==> src/sv/tgu_pkg.sv <==
`default_nettype none
// ----------------------------------------------------------------------------
// tgu_pkg
// Shared widths, types and constants of the tetrahedron geometry unit.
// ----------------------------------------------------------------------------
package tgu_pkg;

  localparam int CW    = 24;
  localparam int FB    = 16;
  localparam int DW    = CW + 1;
  localparam int CXW   = 2 * DW;
  localparam int SQW   = 2 * DW;
  localparam int LW    = 4 * DW;
  localparam int DETW  = 3 * DW + 1;
  localparam int MAGW  = 3 * DW;
  localparam int DVW   = 2 * MAGW + 2;
  localparam int PW    = 2 * LW + 2;
  localparam int OUTW  = 48;
  localparam int QW    = 2 * OUTW;
  localparam int DIVW  = (PW > DVW + QW) ? PW : DVW + QW;
  localparam int RTW   = QW + 2;
  localparam int MULW  = LW + 1;
  localparam int MLW   = 32;
  localparam int MN    = (MULW + MLW - 1) / MLW;
  localparam int MPW   = MN * MLW;
  localparam int QD    = 4;
  localparam int QAW   = $clog2(QD);
  localparam int NDIG  = 4;
  localparam int NV    = (MAGW - 1 + NDIG - 1) / NDIG;
  localparam int VW    = NV * NDIG;
  localparam int VOL_LSB = 2 * FB;
  localparam int VOL_TOP = VOL_LSB + OUTW;
  localparam int VXW   = ((VW > VOL_TOP) ? VW : VOL_TOP) + 1;

  localparam logic [OUTW-1:0] OUT_MAX = '1;

  typedef logic signed [CW-1:0] coord_t;
  typedef logic signed [DW-1:0] diff_t;
  typedef diff_t [2:0] vec_t;
  typedef logic [OUTW-1:0] out_t;

  typedef struct packed {
    vec_t u;
    vec_t v;
    vec_t w;
    vec_t e12;
    vec_t e13;
    vec_t e23;
  } edges_t;

endpackage
`default_nettype wire

==> src/sv/tgu_queue.sv <==
`default_nettype none
// ----------------------------------------------------------------------------
// tgu_queue
// Short queue of edge records between the front and the back.
// ----------------------------------------------------------------------------
module tgu_queue (
  input  logic            clk,
  input  logic            rst,
  input  logic            push,
  input  tgu_pkg::edges_t wdata,
  output logic            full,
  input  logic            pop,
  output tgu_pkg::edges_t rdata,
  output logic            empty
);
  import tgu_pkg::*;

  edges_t         mem [QD];
  logic [QAW-1:0] wr_ptr;
  logic [QAW-1:0] rd_ptr;
  logic [QAW:0]   count;

  assign full  = count == (QAW+1)'(QD);
  assign empty = count == '0;
  assign rdata = mem[rd_ptr];

  always_ff @(posedge clk) begin
    if (push) begin
      mem[wr_ptr] <= wdata;
    end
  end

  always_ff @(posedge clk) begin
    if (rst) begin
      wr_ptr <= '0;
      rd_ptr <= '0;
      count  <= '0;
    end else begin
      if (push) begin
        wr_ptr <= wr_ptr + 1'b1;
      end
      if (pop) begin
        rd_ptr <= rd_ptr + 1'b1;
      end
      if (push && !pop) begin
        count <= count + 1'b1;
      end else if (pop && !push) begin
        count <= count - 1'b1;
      end
    end
  end

endmodule
`default_nettype wire

==> config.mk <==
export PLATFORM = sky130hd
export DESIGN_NAME = tgu_queue
export DESIGN_NICKNAME = d
export VERILOG_FILES = /design/src/sv/tgu_pkg.sv /design/src/sv/tgu_queue.sv
export SDC_FILE = /design/constraint.sdc
export NUM_CORES = 1
export LEC_CHECK = 0
export BUFFER_PORTS_ARGS = -buffer_cell sky130_fd_sc_hd__buf_2
export CAP_MARGIN = 20
export CORE_AREA = 2 2 348 350
export CTS_CLUSTER_SIZE = 10
export DETAILED_ROUTE_END_ITERATION = 8
export DIE_AREA = 0 0 350 352
export PLACE_DENSITY = 0.77
export SLEW_MARGIN = 40
export SYNTH_ARGS = -nofsm -noshare
export SYNTH_HDL_FRONTEND = slang
export SYNTH_SLANG_ARGS = --single-unit
==> constraint.sdc <==
create_clock -name clk -period 19.1 [get_ports clk]
set_input_delay 3.82 -clock clk [delete_from_list [all_inputs] [get_ports clk]]
set_output_delay 3.82 -clock clk [all_outputs]
set_load 0.02 [all_outputs]
==> metrics.txt <==
Post-CTS Setup Bufs=0; Synth Area in Adders=0.00126; XOR/XNOR Fraction of Synth Area=0.000670; final setup vio count=0; Syn Area/Cell=27.3 um^2; post-route cell area=0.0774 mm^2; GRT Overall Usage=0.242; Layout Area Growth over Synthesis=18.3%; post-cts sizing count=0; routability congestion estimate=roughly 0.80; setup_tns=0 ns; final std cells w/o fill=between 5,000 and 6,000; crit path time final=8.43 ns; combinational family with the most area after synthesis=multiplexers; WL final=150,000 um; r2r setup slk=about 14 ns; Worst setup SP type=flip-flop; Chip Height=~350 um; Reg clk slew, reported paths=roughly 0.050 ns; H-tree levels=4; Compound-Gate Fraction of Synth Area=0.000153; Synth Net Count=around 2,900; final slew viol count=0; Layout Nets=between 3,000 and 4,000; DRT iter0 DRCs=~2,900; flops & latches, synth=between 1,500 and 2,000; Pleak=around 26 nW; CTS tree=built; site row count=roughly 130; Final Power=~0.0089 W; clk_skew=~0.019 ns; CTS Root Cell=clkbuf_16; Max Cap Viol=0; Setup CP Type=flip-flop to output pin; Synth Area in Simple Gates=0.00113; Max-Slew Margin vs Limit=0.333; number of global-route vias before repair=about 32,000; CTS Buf Count=200; status=complete, no violations; Fin. Hold Viols=0; io pins=between 900 and 1,000; via count=about 30,000; I/O Buffers=a little over 900; Seq/Total Area, Yosys=0.829; initial antenna violation count=~80; worst hold slack=0.554 ns; synthesized area=about 0.065 mm^2; # DRC=0; Mapped Cells=around 2,400; Synth area leaders=edfxtp_1 83%, mux4_2 15%, buf_6 0.77%; Clk Latency, worst-skew pair=0.80 ns; fraction of synthesized area in multiplexers=0.155; unrepaired setup endpoints after global routing=false; Post-DP Area=between 0.07 and 0.08 mm^2; pin count of the biggest net entering global routing=between 100 and 150; fillcell total=7,346; first-pass GRT wire length=216,000 um; initial core utilization=0.548; number of vias per cell=approximately 5.9; Inst Count DP=between 4,000 and 5,000; Setup crit end kind=output pin; Synth cell types=21; Worst Max-Slew Pin Slew=approximately 1 ns; Synth area leader=edfxtp_1; pwr dens=about 120 mW/mm^2; CTS Hold Bufs=0; ANT nets after route=0; Sink Count=around 1,800; Max Root-Sink Buffers=3; die width=~350 um; critical path peak fanout=67; First-pass DRT Iterations=5; dpl hpwl=about 93,000 um; Core Area=approximately 0.12 mm^2; peak supply drop=125 uV; CP required=roughly 15 ns; highest clock rate=between 100 and 150 MHz; die area=about 0.12 mm^2; layout cells sized above 1=0.466; WL/cell=roughly 30 um; share of the synthesized area in the top cell type=0.827; Arr. time, crit path=between 4 and 5 ns; GR Overflow Total=0; fin crit share=0.441; Ys Warns=0; worst min-delay path category=flip-flop to flip-flop
## final timing paths
check	from	to	cells past startpoint
worst min-delay path	rd_ptr[1]	rd_ptr[1]	2
worst min register to register	rd_ptr[1]	rd_ptr[1]	2
worst max register to register	wr_ptr[0]	mem[2][120]	8
worst max-delay path	flip-flop	rdata[332]	6
## cells in the mapped netlist
master	number
nor2_1	7
buf_2	46
edfxtp_1	1800
inv_1	4
dfxtp_1	9
and2_1	4
mux2i_1	2
nor3_1	1
buf_6	45
nand2_1	1
clkbuf_1	7
a21oi_1	1
buf_1	3
o21ai_0	1
ha_1	5
xor2_1	3
fa_1	1
xnor2_1	2
or3_1	1
nor3b_1	1
mux4_2	450
## cell type report
cell class              instances  area (um^2)  share of cell area
diodes                         50          125             0.00162
clock buffers                 226         5190              0.0670
clock inverters                17          274             0.00354
inverters                       4         15.0            0.000194
multi-input cells             480        10400               0.134
flip-flops and latches       1809        54200               0.701
well taps                    1612         2020              0.0261
repair buffers                951         5150              0.0666
## through the flow
stage | util | setup WS (ns)
finish | 0.648 | 10.67
global route | 0.648 | 10.21
CTS | 0.647 | 10.51
floorplan | - | 4.30
detailed placement | 0.601 | 10.96
global placement | 0.599 | 10.59
## power by group
| group | internal [W] | leakage (nW) | total, W | switching [W] |
|---|---|---|---|---|
| combinational | 0.000365 | 6.47 | 0.000975 | 0.000610 |
| clock | 0.00192 | 2.66 | 0.00332 | 0.00140 |
| sequential | 0.00457 | 16.6 | 0.00462 | 0.0000518 |
| total | 0.00686 | 25.7 | 0.00892 | 0.00206 |
## flip-flops by register name, indices dropped and copies added (netlist names), named ones only
register,cells
count,3
mem,1800
rd_ptr,2
wr_ptr,2
## per-layer routing
metal,vias to the layer above,routed length [um],GRT usage
met2,1491,78100,0.403
li1,12532,-,-
met1,15998,50200,0.281
met3,325,16200,0.0957
met5,-,416,0
met4,62,5470,0.0991
## critical path: stages, from the launching register on
cell     delay, ns
dfxtp_4       0.79
buf_6         0.61
buf_4         0.64
buf_12        0.36
buf_16        0.45
mux4_2        0.59
buf_2         0.19
## cell families after synthesis
family | after synthesis
simple gates | 15
compound gates | 2
flops | 1809
fa+ha+maj | 6
xor+xnor | 5
mux | 452
buf+inv | 105
## cells in the final DEF (no fill, tap or decap), drive strengths merged
cell type,synthesis,layout
and2,4,4
xor2,3,3
mux2i,2,2
a21oi,1,1
fa,1,1
mux4,450,450
diode,0,50
clkinv,0,9
or3,1,1
o21ai,1,1
nor3,1,1
inv,4,10
nand2,1,1
nor3b,1,1
dfxtp,9,9
bufinv,0,2
nor2,7,7
ha,5,5
buf,94,951
clkbuf,7,226
xnor2,2,2
edfxtp,1800,1800
(Power assumes the default switching activity.)
