--- config.mk ---
export PLATFORM = sky130hd
export DESIGN_NAME = tgu_front_flat
export DESIGN_NICKNAME = d
export VERILOG_FILES = /design/src/sv/tgu_pkg.sv /design/src/sv/tgu_in_if.sv /design/src/sv/tgu_front.sv /design/src/flat_wrapper.sv
export SDC_FILE = /design/constraint.sdc
export NUM_CORES = 1
export LEC_CHECK = 0
export ABC_AREA = 1
export BUFFER_PORTS_ARGS = -buffer_cell sky130_fd_sc_hd__buf_2
export CAP_MARGIN = 0
export CORE_MARGIN = 5
export CORE_UTILIZATION = 39
export CTS_CLUSTER_DIAMETER = 150
export DETAILED_ROUTE_END_ITERATION = 6
export HOLD_SLACK_MARGIN = 0.06
export PLACE_DENSITY_LB_ADDON = 0.08
export SLEW_MARGIN = 20
export SYNTH_ARGS = -nofsm -noshare
export SYNTH_HDL_FRONTEND = slang
export SYNTH_SLANG_ARGS = --single-unit
--- constraint.sdc ---
create_clock -name clk -period 30.5 [get_ports clk]
set_input_delay 1.525 -clock clk [delete_from_list [all_inputs] [get_ports clk]]
set_output_delay 1.525 -clock clk [all_outputs]
set_load 0.01 [all_outputs]
--- src/sv/tgu_pkg.sv ---
`default_nettype none
// ----------------------------------------------------------------------------
// tgu_pkg
// Shared widths, types and constants of the tetrahedron geometry unit.
// ----------------------------------------------------------------------------
package tgu_pkg;

  localparam int CW    = 24;
  localparam int FB    = 16;
  localparam int DW    = CW + 1;
  localparam int CXW   = 2 * DW;
  localparam int SQW   = 2 * DW;
  localparam int LW    = 4 * DW;
  localparam int DETW  = 3 * DW + 1;
  localparam int MAGW  = 3 * DW;
  localparam int DVW   = 2 * MAGW + 2;
  localparam int PW    = 2 * LW + 2;
  localparam int OUTW  = 48;
  localparam int QW    = 2 * OUTW;
  localparam int DIVW  = (PW > DVW + QW) ? PW : DVW + QW;
  localparam int RTW   = QW + 2;
  localparam int MULW  = LW + 1;
  localparam int MLW   = 32;
  localparam int MN    = (MULW + MLW - 1) / MLW;
  localparam int MPW   = MN * MLW;
  localparam int QD    = 4;
  localparam int QAW   = $clog2(QD);
  localparam int NDIG  = 4;
  localparam int NV    = (MAGW - 1 + NDIG - 1) / NDIG;
  localparam int VW    = NV * NDIG;
  localparam int VOL_LSB = 2 * FB;
  localparam int VOL_TOP = VOL_LSB + OUTW;
  localparam int VXW   = ((VW > VOL_TOP) ? VW : VOL_TOP) + 1;

  localparam logic [OUTW-1:0] OUT_MAX = '1;

  typedef logic signed [CW-1:0] coord_t;
  typedef logic signed [DW-1:0] diff_t;
  typedef diff_t [2:0] vec_t;
  typedef logic [OUTW-1:0] out_t;

  typedef struct packed {
    vec_t u;
    vec_t v;
    vec_t w;
    vec_t e12;
    vec_t e13;
    vec_t e23;
  } edges_t;

endpackage
`default_nettype wire

--- src/sv/tgu_in_if.sv ---
`default_nettype none
// ----------------------------------------------------------------------------
// tgu_in_if
// Request channel: the four vertices of one tetrahedron.
// ----------------------------------------------------------------------------
interface tgu_in_if;
  import tgu_pkg::*;

  logic   valid;
  logic   ready;
  coord_t vertex0_x;
  coord_t vertex0_y;
  coord_t vertex0_z;
  coord_t vertex1_x;
  coord_t vertex1_y;
  coord_t vertex1_z;
  coord_t vertex2_x;
  coord_t vertex2_y;
  coord_t vertex2_z;
  coord_t vertex3_x;
  coord_t vertex3_y;
  coord_t vertex3_z;

  modport source (
    output valid, vertex0_x, vertex0_y, vertex0_z, vertex1_x, vertex1_y, vertex1_z,
    vertex2_x, vertex2_y, vertex2_z, vertex3_x, vertex3_y, vertex3_z,
    input  ready
  );
  modport sink (
    input  valid, vertex0_x, vertex0_y, vertex0_z, vertex1_x, vertex1_y, vertex1_z,
    vertex2_x, vertex2_y, vertex2_z, vertex3_x, vertex3_y, vertex3_z,
    output ready
  );
endinterface
`default_nettype wire

--- src/sv/tgu_front.sv ---
`default_nettype none
// ----------------------------------------------------------------------------
// tgu_front
// Accepts requests; forms edges u, v, w, e12, e13, e23 of each tetrahedron.
// ----------------------------------------------------------------------------
module tgu_front (
  input  logic            clk,
  input  logic            rst,
  tgu_in_if.sink          req,
  input  logic            q_full,
  output logic            q_push,
  output tgu_pkg::edges_t q_data
);
  import tgu_pkg::*;

  logic   f_valid;
  edges_t f_edges;
  edges_t edges_next;
  diff_t  pt [4][3];

  always_comb begin
    pt[0][0] = diff_t'(req.vertex0_x);
    pt[0][1] = diff_t'(req.vertex0_y);
    pt[0][2] = diff_t'(req.vertex0_z);
    pt[1][0] = diff_t'(req.vertex1_x);
    pt[1][1] = diff_t'(req.vertex1_y);
    pt[1][2] = diff_t'(req.vertex1_z);
    pt[2][0] = diff_t'(req.vertex2_x);
    pt[2][1] = diff_t'(req.vertex2_y);
    pt[2][2] = diff_t'(req.vertex2_z);
    pt[3][0] = diff_t'(req.vertex3_x);
    pt[3][1] = diff_t'(req.vertex3_y);
    pt[3][2] = diff_t'(req.vertex3_z);
    for (int k = 0; k < 3; k++) begin
      edges_next.u[k]   = pt[1][k] - pt[0][k];
      edges_next.v[k]   = pt[2][k] - pt[0][k];
      edges_next.w[k]   = pt[3][k] - pt[0][k];
      edges_next.e12[k] = pt[2][k] - pt[1][k];
      edges_next.e13[k] = pt[3][k] - pt[1][k];
      edges_next.e23[k] = pt[3][k] - pt[2][k];
    end
  end

  assign req.ready = !f_valid || !q_full;
  assign q_push    = f_valid && !q_full;
  assign q_data    = f_edges;

  always_ff @(posedge clk) begin
    if (rst) begin
      f_valid <= 1'b0;
    end else if (req.valid && req.ready) begin
      f_valid <= 1'b1;
    end else if (q_push) begin
      f_valid <= 1'b0;
    end
  end

  always_ff @(posedge clk) begin
    if (req.valid && req.ready) begin
      f_edges <= edges_next;
    end
  end

endmodule
`default_nettype wire

--- src/flat_wrapper.sv ---
// flat-port wrapper written by rule: the top's interface ports become plain ports
module tgu_front_flat import tgu_pkg::*;
  (clk, rst, q_full, q_push, q_data, req_valid, req_vertex0_x, req_vertex0_y, req_vertex0_z, req_vertex1_x, req_vertex1_y, req_vertex1_z, req_vertex2_x, req_vertex2_y, req_vertex2_z, req_vertex3_x, req_vertex3_y, req_vertex3_z, req_ready);
  tgu_in_if req_i ();
  input  logic clk;
  input  logic rst;
  input  logic q_full;
  output logic q_push;
  output tgu_pkg::edges_t q_data;
  input wire logic [$bits(req_i.valid)-1:0] req_valid;
  input wire logic [$bits(req_i.vertex0_x)-1:0] req_vertex0_x;
  input wire logic [$bits(req_i.vertex0_y)-1:0] req_vertex0_y;
  input wire logic [$bits(req_i.vertex0_z)-1:0] req_vertex0_z;
  input wire logic [$bits(req_i.vertex1_x)-1:0] req_vertex1_x;
  input wire logic [$bits(req_i.vertex1_y)-1:0] req_vertex1_y;
  input wire logic [$bits(req_i.vertex1_z)-1:0] req_vertex1_z;
  input wire logic [$bits(req_i.vertex2_x)-1:0] req_vertex2_x;
  input wire logic [$bits(req_i.vertex2_y)-1:0] req_vertex2_y;
  input wire logic [$bits(req_i.vertex2_z)-1:0] req_vertex2_z;
  input wire logic [$bits(req_i.vertex3_x)-1:0] req_vertex3_x;
  input wire logic [$bits(req_i.vertex3_y)-1:0] req_vertex3_y;
  input wire logic [$bits(req_i.vertex3_z)-1:0] req_vertex3_z;
  output wire logic [$bits(req_i.ready)-1:0] req_ready;
  assign req_i.valid = req_valid;
  assign req_i.vertex0_x = req_vertex0_x;
  assign req_i.vertex0_y = req_vertex0_y;
  assign req_i.vertex0_z = req_vertex0_z;
  assign req_i.vertex1_x = req_vertex1_x;
  assign req_i.vertex1_y = req_vertex1_y;
  assign req_i.vertex1_z = req_vertex1_z;
  assign req_i.vertex2_x = req_vertex2_x;
  assign req_i.vertex2_y = req_vertex2_y;
  assign req_i.vertex2_z = req_vertex2_z;
  assign req_i.vertex3_x = req_vertex3_x;
  assign req_i.vertex3_y = req_vertex3_y;
  assign req_i.vertex3_z = req_vertex3_z;
  assign req_ready = req_i.ready;
  tgu_front u_core (.clk(clk), .rst(rst), .req(req_i), .q_full(q_full), .q_push(q_push), .q_data(q_data));
endmodule
==> flow_summary.json <==
{
  "status": "finished clean",
  "fmax_ghz": 0.2261,
  "clock_path_buffers": 3,
  "r2r_start": "u_core.f_valid$_SDFFE_PP0P_",
  "setup_viol": 0,
  "io_pins": 744,
  "synthAdderAreaFrac_pct": 12.28,
  "yosysUniqueCellTypes": 20,
  "finalNetCount": 9062,
  "synth_top_family_by_area": "simple AND/OR/NAND/NOR gates",
  "r2r_cells": 5,
  "dieArea_um2": 127400,
  "drt_iter0_drc": 3581,
  "finalHoldViolCount": 0,
  "vias": 47870,
  "die_h_um": 357.0,
  "cts.repair.resized": 0,
  "io_buffers": 743,
  "ys_ff_latch": 451,
  "numClockSinks": 451,
  "core_um2": 119800,
  "synth_xor_area_share_pct": 4.327,
  "grt_max_degree": 87,
  "hold_path.startpoint": "u_core.f_valid$_SDFFE_PP0P_",
  "critPathLaunchType": "input pin",
  "ys.warnings.count": 0,
  "overflow": 0,
  "placed_area_um2": 52760,
  "rows": 127,
  "antenna_found_initial": 15,
  "postCtsSetupRepairBufs": 0,
  "crit_path_max_fanout": 62,
  "cp-end-kind": "register",
  "fin_setup_tns_ns": 0,
  "crit_required_ns": 30.84,
  "dr.pass1.iters": 7,
  "place_congestion": 1.001,
  "initial_core_util_pct": 39.19,
  "drv_slew": 0,
  "grt_pass1_vias": 44590,
  "cts_hold_buf": 0,
  "worstSkewPairLatency_ns": 0.70,
  "ant_nets": 0,
  "die_w_um": 357.0,
  "drt_wl_total_um": 204900,
  "utilization_pct": 45.66,
  "grt.total_usage_pct": 30.92,
  "hold_class": "reg2reg",
  "netlist_area_um2": 46960,
  "period_minus_slack_ns": 4.423,
  "synth_mux_area_share_pct": 0,
  "rsz0062_at_grt": "false",
  "grt_pass1_wl_um": 289500,
  "crit_type": "in2reg",
  "synth_fp_nets": 8254,
  "worst_ep_arrival_time_ns": 4.76,
  "hold-path-cell-count": 2,
  "syn_to_final_growth_pct": 16.50,
  "routedWlPerCell_um": 20.53,
  "leakage_uw": 0.03231,
  "max_cap_viol_count": 0,
  "cts.clk_slew.worst_paths_ns": 0.06,
  "clock_skew_ns": 0.03614,
  "dp_hpwl_um": 178000,
  "p_per_area_nw_per_um2": 44.62,
  "syn_avg_cell_area_um2": 6.251,
  "critPathLaunch": "q_full",
  "htreeDepth": 2,
  "relSlewSlack_pct": 33.53,
  "root_buffer": "clkbuf_16",
  "synth_compound_area_share_pct": 2.430,
  "worst_slew_pin_slew_ns": 0.9970,
  "final_area_um2": 54710,
  "vdd_ir_drop_max_mv": 0.04051,
  "synth-simple-area-share_pct": 37.57,
  "min_period_over_period_pct": 14.50,
  "drt-vias-per-instance": 4.795,
  "drc": 0,
  "synth_cells": 7512,
  "yosysSeqAreaShare_pct": 28.82,
  "drive_gt1_share_pct": 11.78,
  "cts_buffers": 55,
  "tritoncts": "built"
}
registers in the layout, summed over array words and instances, names as in the netlist:
| register | flops |
|---|---|
| u_core.f_valid | 1 |
| u_core.q_data | 450 |
where the power goes:
group | internal [µW] | switching (µW)
logic | 281 | 624
clock network | 408 | 297
registers | 796 | 35.3
total | 1480 | 956
through the flow:
stage / cells / power [µW] / setup WS [ns] / hold WS (ns)
2_1_floorplan: 7512 / 1400 / 5.980 / 0.5279
3_3_place_gp: 9874 / 1740 / 25.18 / 0.5192
3_5_place_dp: 9874 / 1738 / 25.13 / 0.5191
4_1_cts: 9976 / 2458 / 25.86 / 0.5316
5_1_grt: 9977 / 2578 / 25.88 / 0.5584
6_report: 9983 / 2441 / 26.08 / 0.5374
final timing paths:
check	to	slack (ns)
worst max-delay path	u_core.q_data[90]$_DFFE_PP_	26.08
worst min register to register	u_core.f_valid$_SDFFE_PP0P_	0.54
worst max register to register	u_core.q_data[90]$_DFFE_PP_	26.68
worst min-delay path	u_core.f_valid$_SDFFE_PP0P_	0.54
synth_stat cells:
cell type     n  area share [%]
or2_2         8            0.11
edfxtp_1    450              29
nor2_2       71            0.95
nand2_2      45            0.60
nand3b_1     33            0.53
nand2_1    3123              25
a21oi_1     228             2.4
nand4_1     110             1.5
nand3_1     345             3.7
dfxtp_1       1           0.043
nor3_1       36            0.38
xnor2_1      22            0.41
or2_0        15            0.20
fa_1         18            0.77
ha_1        432              12
inv_1      1824              15
xor2_1      210             3.9
and2_1       25            0.33
nand3_2      18            0.38
nor2_1      498             4.0
cell usage in the layout, fill, tap and decap left out:
cell and count:
a21oi_1 227, a21oi_4 1, and2_1 25, buf_16 1, buf_2 743, buf_4 7, bufinv_16 9, clkbuf_1 3
clkbuf_16 55, clkinv_1 8, clkinv_2 8, clkinv_4 3, clkinv_8 2, clkinvlp_4 12, dfxtp_1 1, diode_2 6
edfxtp_1 450, fa_1 18, ha_1 432, inv_1 1824, inv_16 1, inv_8 1, nand2_1 3123, nand2_2 45
nand3_1 345, nand3_2 18, nand3b_1 33, nand4_1 110, nor2_1 498, nor2_2 71, nor3_1 36, or2_0 15
or2_2 8, xnor2_1 22, xor2_1 210
area by class of cell:
| class | instances | area [µm²] |
|---|---|---|
| flip-flops and latches | 451 | 13530 |
| multi-input cells | 5237 | 26590 |
| fillers | 13090 | 65100 |
| clock buffers | 58 | 1388 |
| diodes | 6 | 15.01 |
| well taps | 1612 | 2017 |
| clock inverters | 44 | 520.5 |
| inverters | 1824 | 6847 |
| repair buffers | 751 | 3799 |
logic make-up after synthesis:
logic type               count (synthesis)
adder cells (fa/ha/maj)                450
XOR/XNOR                               232
AO/OA/AOI/OAI                          228
buffers and inverters                 1824
flip-flops                             451
AND/OR/NAND/NOR                       4327
critical path, stage by stage:
cell     delay, ns
buf_2         0.13
a21oi_4       0.69
buf_4         0.69
buf_4         0.78
buf_4         0.47
buf_16        0.32
per-layer routing:
metal | vias to the layer above | part of all wire (%) | track usage (%)
met3 | 304 | 6.6 | 4.436
met5 | - | 0.0063 | 0
met2 | 1532 | 47 | 53.16
met4 | 2 | 4.7 | 11.94
li1 | 24340 | - | -
met1 | 21690 | 42 | 39.32
(Power assumes the default switching activity.)
